$ cat src/hdl/assert_macros.svh
// Assertion macros shared by the odometry RTL.
// No dependencies; define NO_ASSERTIONS to compile them out.
`ifndef ASSERT_MACROS_SVH
`define ASSERT_MACROS_SVH
`ifndef NO_ASSERTIONS
`define ASSERT_IMPLY(lbl, clk, rst, ante, cons) \
   lbl: assert property (@(posedge clk) disable iff (rst) (ante) |-> (cons)) \
      else $error("implication check failed");
`define ASSERT_NEVER(lbl, clk, rst, cond) \
   lbl: assert property (@(posedge clk) disable iff (rst) !(cond)) \
      else $error("forbidden condition seen");
`else
`define ASSERT_IMPLY(lbl, clk, rst, ante, cons)
`define ASSERT_NEVER(lbl, clk, rst, cond)
`endif
`endif

$ cat src/hdl/two_pkg.sv
// Package for tracking-wheel odometry: widths, fixed-point constants, types.
// No dependencies.
`timescale 1ns / 1ps
package two_pkg;

   localparam int FRAC_BITS    = 16;
   localparam int CORDIC_STEPS = 18;

   localparam int ANG_W  = FRAC_BITS + 5;
   localparam int COR_W  = FRAC_BITS + 8;
   localparam int WIDE_W = 64;
   localparam int PROD_W = WIDE_W + COR_W;
   localparam int DIV_W  = FRAC_BITS + COR_W;
   localparam int REM_W  = FRAC_BITS + 6;
   localparam int STEP_W = $clog2(DIV_W);
   localparam int SLOT_W = 3;
   localparam int CNT_W  = 32;
   localparam int YAW_W  = 16;
   localparam int IPC_W  = 16;
   localparam int OFF_W  = 24;
   localparam int POS_W  = 48;
   localparam int HEAD_W = 19;
   localparam int IDX_W  = 2;

   localparam logic [1:0] REG_INCH_PER_COUNT = 2'd0;
   localparam logic [1:0] REG_RIGHT_OFFSET   = 2'd1;
   localparam logic [1:0] REG_BACK_OFFSET    = 2'd2;
   localparam logic [IPC_W-1:0] IPC_RESET    = 16'd1573;

   localparam logic [SLOT_W-1:0] SLOT_R_SINC  = 3'd0;
   localparam logic [SLOT_W-1:0] SLOT_R_OFF   = 3'd1;
   localparam logic [SLOT_W-1:0] SLOT_B_SINC  = 3'd2;
   localparam logic [SLOT_W-1:0] SLOT_B_OFF   = 3'd3;
   localparam logic [SLOT_W-1:0] SLOT_X_R     = 3'd4;
   localparam logic [SLOT_W-1:0] SLOT_X_B     = 3'd5;
   localparam logic [SLOT_W-1:0] SLOT_Y_R     = 3'd6;
   localparam logic [SLOT_W-1:0] SLOT_Y_B     = 3'd7;

   function automatic logic [63:0] from_q32(input logic [63:0] v);
      return (v + (64'd1 << (31 - FRAC_BITS))) >> (32 - FRAC_BITS);
   endfunction

   localparam logic [63:0] PI_Q32      = 64'd13493037705;
   localparam logic [63:0] TWO_PI_Q32  = 64'd26986075409;
   localparam logic [63:0] HALF_PI_Q32 = 64'd6746518852;
   localparam logic [63:0] GAIN_Q32    = 64'd2608131496;
   localparam logic [35:0] YAW_K       = 36'd374807;

   typedef logic signed [ANG_W-1:0]  ang_type;
   typedef logic signed [COR_W-1:0]  cor_type;
   typedef logic signed [WIDE_W-1:0] wide_type;

   localparam ang_type PI_A     = ANG_W'(from_q32(PI_Q32));
   localparam ang_type TWO_PI_A = ANG_W'(from_q32(TWO_PI_Q32));
   localparam cor_type PI_C     = COR_W'(from_q32(PI_Q32));
   localparam cor_type TWO_PI_C = COR_W'(from_q32(TWO_PI_Q32));
   localparam cor_type HALF_PI_C = COR_W'(from_q32(HALF_PI_Q32));
   localparam cor_type GAIN_C   = COR_W'(from_q32(GAIN_Q32));

   localparam logic [63:0] ATAN_Q32 [0:24] = '{
      64'd3373259426, 64'd1991351318, 64'd1052175346, 64'd534100635,
      64'd268086748, 64'd134174063, 64'd67103403, 64'd33553749,
      64'd16777131, 64'd8388597, 64'd4194303, 64'd2097152, 64'd1048576,
      64'd524288, 64'd262144, 64'd131072, 64'd65536, 64'd32768, 64'd16384,
      64'd8192, 64'd4096, 64'd2048, 64'd1024, 64'd512, 64'd256};

   function automatic cor_type atan_q(input logic [4:0] i);
      logic [63:0] v;
      v = (i > 5'd24) ? 64'd0 : ATAN_Q32[i];
      return COR_W'(from_q32(v));
   endfunction

   typedef enum logic [4:0] {
      OP_NONE, OP_LOAD, OP_YAW, OP_ANGLE, OP_DIFF, OP_CD_INIT, OP_CA_INIT,
      OP_COR_ITER, OP_CD_DONE, OP_CA_DONE, OP_DIV_INIT, OP_DIV_ITER,
      OP_DIV_DONE, OP_MUL_INIT, OP_MUL_ITER, OP_MUL_DONE, OP_ACCUM
   } op_type;

   typedef enum logic [4:0] {
      S_IDLE, S_YAW, S_ANGLE, S_DIFF, S_BRANCH, S_CD_INIT, S_CD_ITER,
      S_CD_DONE, S_DIV_INIT, S_DIV_ITER, S_DIV_DONE, S_MUL_INIT, S_MUL_ITER,
      S_MUL_DONE, S_CA_INIT, S_CA_ITER, S_CA_DONE, S_ACCUM
   } state_type;

   typedef struct packed {
      op_type                op;
      logic [STEP_W-1:0]     step;
      logic [SLOT_W-1:0]     slot;
   } cmd_type;

   typedef struct packed {
      logic d_zero;
      logic out_free;
   } stat_type;

endpackage

$ cat src/hdl/two_ctrl.sv
// Sequencer for the odometry datapath: state machine, step and slot counters.
// Depends on two_pkg and assert_macros.svh.
`timescale 1ns / 1ps
`include "assert_macros.svh"
module two_ctrl import two_pkg::*; (
   input  logic     clock,
   input  logic     reset,
   input  logic     req_valid,
   output logic     req_stall,
   input  stat_type stat,
   output cmd_type  cmd
);

   state_type state_ff, state_in;
   logic [STEP_W-1:0] step_ff, step_in;
   logic [SLOT_W-1:0] slot_ff, slot_in;
   logic cor_last, div_last, mul_last;

   assign cor_last = (step_ff == STEP_W'(CORDIC_STEPS - 1));
   assign div_last = (step_ff == STEP_W'(DIV_W - 1));
   assign mul_last = (step_ff == STEP_W'(COR_W - 1));

   always_comb begin
      state_in = state_ff;
      unique case (state_ff)
         S_IDLE:     if (req_valid) state_in = S_YAW;
         S_YAW:      state_in = S_ANGLE;
         S_ANGLE:    state_in = S_DIFF;
         S_DIFF:     state_in = S_BRANCH;
         S_BRANCH:   state_in = stat.d_zero ? S_CA_INIT : S_CD_INIT;
         S_CD_INIT:  state_in = S_CD_ITER;
         S_CD_ITER:  if (cor_last) state_in = S_CD_DONE;
         S_CD_DONE:  state_in = S_DIV_INIT;
         S_DIV_INIT: state_in = S_DIV_ITER;
         S_DIV_ITER: if (div_last) state_in = S_DIV_DONE;
         S_DIV_DONE: state_in = S_MUL_INIT;
         S_MUL_INIT: state_in = S_MUL_ITER;
         S_MUL_ITER: if (mul_last) state_in = S_MUL_DONE;
         S_MUL_DONE: begin
            if (slot_ff == SLOT_B_OFF) state_in = S_CA_INIT;
            else if (slot_ff == SLOT_Y_B) state_in = S_ACCUM;
            else state_in = S_MUL_INIT;
         end
         S_CA_INIT:  state_in = S_CA_ITER;
         S_CA_ITER:  if (cor_last) state_in = S_CA_DONE;
         S_CA_DONE:  state_in = S_MUL_INIT;
         S_ACCUM:    if (stat.out_free) state_in = S_IDLE;
         default:    state_in = S_IDLE;
      endcase
   end

   always_comb begin
      step_in = '0;
      slot_in = slot_ff;
      if ((state_ff == S_CD_ITER || state_ff == S_CA_ITER) && !cor_last)
         step_in = step_ff + 1'b1;
      if (state_ff == S_DIV_ITER && !div_last) step_in = step_ff + 1'b1;
      if (state_ff == S_MUL_ITER && !mul_last) step_in = step_ff + 1'b1;
      if (state_ff == S_MUL_DONE) slot_in = slot_ff + 1'b1;
      if (state_ff == S_CA_DONE) slot_in = SLOT_X_R;
   end

   always_comb begin
      cmd.step = step_ff;
      cmd.slot = slot_ff;
      req_stall = (state_ff != S_IDLE);
      unique case (state_ff)
         S_IDLE:     cmd.op = req_valid ? OP_LOAD : OP_NONE;
         S_YAW:      cmd.op = OP_YAW;
         S_ANGLE:    cmd.op = OP_ANGLE;
         S_DIFF:     cmd.op = OP_DIFF;
         S_CD_INIT:  cmd.op = OP_CD_INIT;
         S_CA_INIT:  cmd.op = OP_CA_INIT;
         S_CD_ITER,
         S_CA_ITER:  cmd.op = OP_COR_ITER;
         S_CD_DONE:  cmd.op = OP_CD_DONE;
         S_CA_DONE:  cmd.op = OP_CA_DONE;
         S_DIV_INIT: cmd.op = OP_DIV_INIT;
         S_DIV_ITER: cmd.op = OP_DIV_ITER;
         S_DIV_DONE: cmd.op = OP_DIV_DONE;
         S_MUL_INIT: cmd.op = OP_MUL_INIT;
         S_MUL_ITER: cmd.op = OP_MUL_ITER;
         S_MUL_DONE: cmd.op = OP_MUL_DONE;
         S_ACCUM:    cmd.op = stat.out_free ? OP_ACCUM : OP_NONE;
         default:    cmd.op = OP_NONE;
      endcase
   end

   always_ff @(posedge clock) begin
      if (reset) begin
         state_ff <= S_IDLE;
         step_ff  <= '0;
         slot_ff  <= '0;
      end else begin
         state_ff <= state_in;
         step_ff  <= step_in;
         slot_ff  <= slot_in;
      end
   end

   `ASSERT_IMPLY(a_idle_slot, clock, reset, state_ff == S_IDLE, slot_ff == SLOT_R_SINC)
   `ASSERT_IMPLY(a_mul_step, clock, reset, state_ff == S_MUL_ITER, step_ff < STEP_W'(COR_W))
   `ASSERT_IMPLY(a_cor_step, clock, reset, state_ff == S_CD_ITER || state_ff == S_CA_ITER,
                 step_ff < STEP_W'(CORDIC_STEPS))

endmodule

$ cat config.mk
export PLATFORM = sky130hd
export DESIGN_NAME = two_ctrl
export DESIGN_NICKNAME = d
export VERILOG_FILES = /design/src/hdl/two_pkg.sv /design/src/hdl/two_ctrl.sv
export VERILOG_INCLUDE_DIRS = /design/src /design/src/hdl
export SDC_FILE = /design/constraint.sdc
export NUM_CORES = 1
export LEC_CHECK = 0
export BUFFER_PORTS_ARGS = -buffer_cell sky130_fd_sc_hd__buf_2
export CORE_MARGIN = 2
export CORE_UTILIZATION = 48
export DETAILED_ROUTE_END_ITERATION = 7
export PLACE_DENSITY = 0.74
export SYNTH_ARGS = -nofsm -noshare
export SYNTH_HDL_FRONTEND = slang
export SYNTH_SLANG_ARGS = --single-unit
export TNS_END_PERCENT = 100
$ cat constraint.sdc
create_clock -name clock -period 1.85 [get_ports clock]
set_clock_uncertainty 0.05 [all_clocks]
set_input_delay 0 -clock clock [delete_from_list [all_inputs] [get_ports clock]]
set_output_delay 0 -clock clock [all_outputs]
set_load 0.01 [all_outputs]
==> results of run 1 <==
[final cells by class]
type                            count  area (um^2)  share of cell area, %
Sequential cell                    14        282.8                  22.42
Multi-Input combinational cell    102        703.2                  55.75
Inverter                            8        30.03                  2.381
Timing Repair Buffer               29        175.2                  13.89
Tap cell                           27        33.78                  2.679
Clock buffer                        4        36.28                  2.877
[flip-flops by register name (all words and copies together), names as in the netlist]
signal,cells
step_ff,6
slot_ff,3
state_ff,5
[cell usage after synthesis, types with 2 or more instances]
library cell,count,area share (%)
clkbuf_1,4,1.5
nor2b_1,5,3.1
buf_2,3,1.5
xnor2_1,5,4.3
a21oi_1,6,2.9
and3b_1,2,1.7
nand3_1,3,1.5
ha_1,5,6.1
nand3b_1,2,1.5
nor3_1,5,2.4
o211ai_1,2,1.5
nand2_1,9,3.3
nand2b_1,3,1.8
nor2_1,19,7.0
o21ai_0,6,2.9
dfxtp_1,14,27
a31oi_1,3,1.8
a211oi_1,4,2.9
inv_1,8,2.9
xor2_1,2,1.7
[worst register-to-register path: stages (launching register included)]
cell,delay (ns)
dfxtp_2,0.34
ha_2,0.18
ha_1,0.18
or3b_1,0.35
a221o_1,0.30
o41ai_1,0.06
nor2_1,0.08
a211oi_1,0.15
[worst max path at each step]
| stage | from | end | slack, ns | cells after the start |
|---|---|---|---|---|
| after floorplan | slot_ff[0]$_SDFFE_PP0N_ | state_ff[0]$_SDFFE_PP0P_ | 0.05 | 7 |
| after global placement | slot_ff[0]$_SDFFE_PP0N_ | state_ff[0]$_SDFFE_PP0P_ | 0.07 | 7 |
| after CTS | slot_ff[0]$_SDFFE_PP0N_ | state_ff[0]$_SDFFE_PP0P_ | 0.006 | 7 |
| after detailed placement | slot_ff[0]$_SDFFE_PP0N_ | state_ff[0]$_SDFFE_PP0P_ | 0.01 | 7 |
| final | slot_ff[0]$_SDFFE_PP0N_ | state_ff[0]$_SDFFE_PP0P_ | 0.07 | 7 |
| after global routing | step_ff[1]$_SDFF_PP0_ | state_ff[4]$_SDFFE_PP0P_ | -0.01 | 7 |
[kinds of logic (layout without fill, tap and decap cells)]
family	count (synthesis)	in the layout	share of synthesized area (%)
adders and majority gates	5	5	6.105
DFF	14	14	27.35
AOI/OAI and AO/OA	32	32	23.57
muxes	1	1	0.9768
xor gates and xnor gates	7	7	5.983
buffers and inverters	16	41	6.226
and+or+nand+nor	57	57	29.79
[stage by stage]
step                hold WS [ns]  power, mW
finish                    0.1461      1.388
global route              0.1996      1.498
CTS                       0.1532      1.347
detailed placement        0.2535      1.116
global placement          0.2480      1.108
floorplan                0.03713     0.9180
[power by group]
group / switching [mW] / leakage (nW) / total [mW] / internal [mW]
sequential: 0.0844 / 0.114 / 0.424 / 0.339
clock: 0.108 / 0.0210 / 0.227 / 0.120
combinational: 0.400 / 0.402 / 0.737 / 0.337
total: 0.592 / 0.538 / 1.39 / 0.796
[per-layer routing]
| metal | vias to the layer above | routed length, um |
|---|---|---|
| met4 | 0 | 18 |
| met2 | 27 | 1106 |
| met3 | 2 | 110 |
| li1 | 518 | - |
| met1 | 476 | 1148 |
| met5 | - | 0 |
[what timing repair did]
item,4_1_cts,5_1_grt
resized for setup,1,5
endpoints found under the setup margin,1,5
buffers inserted,0,1
pin swaps,0,3
hold buffers,2,0
endpoints found under the hold margin,8,0
==> summary.md, run 1 <==
| Metric | Value |
|---|---|
| Fill cells | `185` |
| Ant. Diodes | `0` |
| Synth warn | `0` |
| NumNets Final | `approximately 170` |
| Max-Cap Viols | `0` |
| CTS tree | `yes` |
| Slowest stage cell, crit path | `or3b_1` |
| Pre-CTS setup slack | `0.01249 ns` |
| DP HPWL | `1747 um` |
| Port bufs | `19` |
| Clock Path Buffers | `2` |
| Hold EP | `state_ff[0]$_SDFFE_PP0P_` |
| Initial antenna violation count | `0` |
| Number of global-route vias before repair | `905` |
| R2r endpoint | `state_ff[0]$_SDFFE_PP0P_` |
| Initial Util | `51.70%` |
| Startpoint Class | `flop` |
| Finished Layout Cells | `184` |
| Die footprint | `0.002521 mm^2` |
| Worst Setup End Kind | `flop` |
| Post-Syn Nets | `142` |
| DRC Markers | `0` |
| Met3 Use GR | `between 3 and 4%` |
| Post-synth EDFFs | `0` |
| Core area | `0.001982 mm^2` |
| First-pass GRT wire length | `just over 4000 um` |
| Routing usage on met1 | `28.73%` |
| Core Util, Final | `63.64%` |
| Fmax | `0.5616 GHz` |
| Crit path time final | `1.781 ns` |
| Detailed Route Iter0 Violations | `23` |
| Peak VDD IR | `0.0006989 V` |
| Skew-Pair Late Insertion Delay | `0.28 ns` |
| #FFs+latches synth | `14` |
| Hold Path Class | `in2reg` |
| Setup WS post-layout | `0.06938 ns` |
| Post-synthesis cell type count | `42` |
| Power per cell area | `1101 mW/mm^2` |
| Final Cycle Share | `roughly 96%` |
| Leak pwr | `0.5377 nW` |
| Endpoints failing hold | `0` |
| Drt first pass iters | `4` |
| GR Util met2 | `32.89%` |
| Die Height | `50.21 um` |
| Gp weighted congestion | `0.9006` |
| Final Instance Area | `0.001261 mm^2` |
| Final wirelength | `roughly 2400 um` |
| Most frequent cells in the layout | `19 x nor2_1, 19 x buf_2, 12 x dfxtp_1` |
| Critical Path Fanout Max | `3` |
| Antenna Violating Nets Remaining | `0` |
| Layout cell share with drive strength beyond 1 | `24.84%` |
| Crit path required time | `2.00 ns` |
| CTS buffer count | `3` |
| Clk root buf | `clkbuf_4` |
| CP peak stage delay | `0.35 ns` |
| H-tree depth | `1` |
| Rows | `16` |
| Gr ovfl total | `0` |
| HP Start | `stat[1]` |
| R2R depth | `7` |
| Die Span X | `50.21 um` |
| Most used routing layer | `met2` |
| Cells along the critical path | `ha_2 > ha_1 > or3b_1 > a221o_1 > o41ai_1 > nor2_1 > a211oi_1` |
| DP Area | `0.001172 mm^2` |
| # IOs | `20` |
| Worst path buffer plus inverter count | `0` |
| Sequential area share after synthesis | `27.35%` |
| Clock-pin slew on the worst setup and hold paths | `0.09 ns` |
| Max-slew violations | `0` |
| Clock Sinks | `14` |
| Post-synth ARST share | `0%` |
| Largest net degree at the start of global routing | `17` |
| Cell count after synthesis | `132` |
| Setup-failing EPs final | `0` |
| Reg2reg setup slack | `0.07 ns` |
| Max transition margin | `73.74%` |
| Outcome | `complete, no violations` |
| Vias per cell | `5.560` |
| Family with the most delay on the worst path | `compound AO/OA/AOI/OAI gates` |
| Syn-to-layout area delta | `23.08%` |
| Placed insts | `177` |
| Syn_area_per_cell | `7.763 um^2` |
| Post-synth top flop | `dfxtp_1` |
| GRT Util Overall | `20.55%` |
| R2R Path Start | `slot_ff[0]$_SDFFE_PP0N_` |
| Via Count | `slightly above 1000` |
| Post-Syn Area | `0.001025 mm^2` |
| Critical path class | `reg2reg` |
| Setup TNS | `0 ns` |
| Worst Hold Path Cells | `6` |
| WL per Instance | `12.96 um` |
| Slew @ Worst Pin | `0.3927 ns` |
| Critical Path AT | `1.93 ns` |
No activity file was read; power rests on OpenSTA's default activity.
==> run 2, diff against run 1 <==
REMOVE_ABC_BUFFERS = 1   (was unset)
==> run 2 against run 1 <==
Setup slack worse by 0.030 ns; count of clock-buffer cells in the layout unchanged; cell area about the same; final cell count up 1.1%; critical path type unchanged; largest cell class unchanged; highest routed layer unchanged.
==> summary.md, run 2 (synthesized netlist as in run 1, its figures left out) <==
| Metric | Value |
|---|---|
| Outcome | `complete, no violations` |
| Setup-failing EPs final | `0 (unchanged)` |
| Drt first pass iters | `4 (unchanged)` |
| CTS buffer count | `3 (unchanged)` |
| WL per Instance | `13.35 um (+3.0%)` |
| Final wirelength | `2483 um (+4.2%)` |
| CP peak stage delay | `0.41 ns (+0.06 ns)` |
| # IOs | `20 (unchanged)` |
| Port bufs | `19 (unchanged)` |
| GRT Util Overall | `22.03% (+1.5 points)` |
| Layout cell share with drive strength beyond 1 | `27.04% (+2.2 points)` |
| Family with the most delay on the worst path | `compound AO/OA/AOI/OAI gates` |
| Clock Sinks | `14 (unchanged)` |
| Max transition margin | `74.30% (+0.56 points)` |
| R2r endpoint | `state_ff[1]$_SDFFE_PP0P_` |
| Initial antenna violation count | `0 (unchanged)` |
| Core area | `0.001982 mm^2 (unchanged)` |
| Initial Util | `51.70% (unchanged)` |
| R2R depth | `5 (-2)` |
| Clk root buf | `clkbuf_4` |
| Largest register by flop count | `step_ff` |
| Worst setup path endpoint | `state_ff[1]$_SDFFE_PP0P_` |
| DP Area | `0.001180 mm^2 (+0.64%)` |
| Peak VDD IR | `0.0006802 V (-2.7%)` |
| Critical Path AT | `1.95 ns (+0.02 ns)` |
| RSZ-0062 raised after global routing | `yes` |
| Clock Path Buffers | `2 (unchanged)` |
| WP depth | `5 (-2)` |
| Power per cell area | `1091 mW/mm^2 (-0.84%)` |
| Placed insts | `178 (+0.56%)` |
| Reg2reg setup slack | `0.04 ns (-0.03 ns)` |
| DRC Markers | `0 (unchanged)` |
| Rows | `16 (unchanged)` |
| H-tree depth | `1 (unchanged)` |
| Number of global-route vias before repair | `973 (+7.5%)` |
| Slew @ Worst Pin | `0.3844 ns (-0.008356 ns)` |
| Largest net degree at the start of global routing | `17 (unchanged)` |
| Worst Setup End Kind | `flop` |
| Gr ovfl total | `0 (unchanged)` |
| Clock-pin slew on the worst setup and hold paths | `0.09 ns (about the same)` |
| Startpoint Class | `flop` |
| Final Cycle Share | `97.90% (+1.6 points)` |
| Antenna Violating Nets Remaining | `0 (unchanged)` |
| Max-Cap Viols | `0 (unchanged)` |
| DP HPWL | `1869 um (+7.0%)` |
| Ant. Diodes | `0 (unchanged)` |
| Die footprint | `0.002521 mm^2 (unchanged)` |
| Detailed Route Iter0 Violations | `41 (+78%)` |
| Skew-Pair Late Insertion Delay | `0.28 ns (about the same)` |
| Hold Path Class | `in2reg` |
| Vias per cell | `5.651 (+1.6%)` |
| Die Height | `50.21 um (unchanged)` |
| Leak pwr | `0.5454 nW (+1.4%)` |
| Final Instance Area | `0.001260 mm^2 (about the same)` |
| Cells along the critical path | `or3b_4 > o2111ai_2 > nand4_2 > o21bai_1 > a21oi_1` |
| Die Span X | `50.21 um (unchanged)` |
| Worst path buffer plus inverter count | `0 (unchanged)` |
| Biggest regs | `step_ff (6), state_ff (5), slot_ff (3)` |
| Critical path class | `reg2reg` |
| Most frequent cells in the layout | `19 x nor2_1, 19 x buf_2, 11 x dfxtp_1` |
| Critical Path Fanout Max | `5 (+2)` |
| Crit path required time | `1.99 ns (about the same)` |
| Fmax | `0.5522 GHz (-1.7%)` |
| Gp weighted congestion | `0.8420 (-6.5%)` |
| Slowest stage cell, crit path | `or3b_4` |
| First-pass GRT wire length | `4305 um (+6.1%)` |
| Via Count | `1051 (+2.7%)` |
| Crit. Startpoint | `step_ff[4]$_SDFF_PP0_` |
| CTS tree | `yes` |
| Finished Layout Cells | `186 (+1.1%)` |
| Crit path time final | `1.811 ns (+0.03048 ns)` |
| Syn-to-layout area delta | `22.95% (about the same)` |
| Endpoints failing hold | `0 (unchanged)` |
| R2R Path Start | `step_ff[4]$_SDFF_PP0_` |
| NumNets Final | `170 (+1.2%)` |
| Largest register FFs | `6 (unchanged)` |
| Max-slew violations | `0 (unchanged)` |
run 2: per-layer routing:
| layer | up-vias | share of wire [%] | global-route usage [%] |
|---|---|---|---|
| li1 | 525 | - | - |
| met1 | 487 | 45 | 28.84 |
| met2 | 35 | 48 | 35.96 |
| met3 | 4 | 5.2 | 2.679 |
| met4 | 0 | 1.4 | 10.19 |
| met5 | - | 0 | 0 |
run 2: metrics by stage:
step | TNS, ns | utilization (%) | power [mW] | hold WS [ns] | setup WS (ns)
floorplan | 0 | - | 0.8935 | 0.01907 | 0.05226
global placement | 0 | 59.53 | 1.115 | 0.2448 | 0.07235
detailed placement | 0 | 59.53 | 1.137 | 0.2433 | 0.004554
CTS | 0 | 62.44 | 1.365 | 0.1772 | 0.01199
global route | -0.01896 | 63.57 | 1.489 | 0.2412 | -0.01896
finish | 0 | 63.57 | 1.375 | 0.1898 | 0.03890
run 2: repair_timing:
item	CTS	global route
buffers inserted	0	2
hold buffers	2	0
hold endpoints to repair	8	0
pin swaps	1	1
gates resized for setup	1	4
setup endpoints to repair	1	10
cloned	0	0
run 2: worst min-delay path by stage:
stage	start	endpoint	slack [ns]	cells after the start
3_5_place_dp	reset	slot_ff[2]$_SDFFE_PP0P_	0.24	2
2_1_floorplan	reset	slot_ff[2]$_SDFFE_PP0P_	0.02	1
6_report	stat[1]	state_ff[0]$_SDFFE_PP0P_	0.19	6
3_3_place_gp	reset	slot_ff[2]$_SDFFE_PP0P_	0.24	2
4_1_cts	stat[1]	state_ff[0]$_SDFFE_PP0P_	0.18	6
5_1_grt	stat[1]	state_ff[0]$_SDFFE_PP0P_	0.24	6
run 2: power breakdown:
group	switching (mW)	internal (mW)	total (mW)
clock	0.0991	0.120	0.219
sequential	0.0884	0.339	0.428
combinational	0.396	0.333	0.729
run 2: area by class of cell:
cell class / count / area [um^2]
well taps: 27 / 33.78
fillers: 171 / 721.9
flip-flops and latches: 14 / 284.0
clock buffers: 4 / 36.28
multi-input cells: 102 / 685.7
repair buffers: 31 / 190.2
inverters: 8 / 30.03
run 2: tightest hold or removal path, cell delays in order:
cell and delay, ns:
buf_2 0.09, inv_1 0.04, a21oi_1 0.13, o41ai_1 0.08, nor2_1 0.08, a211oi_1 0.05
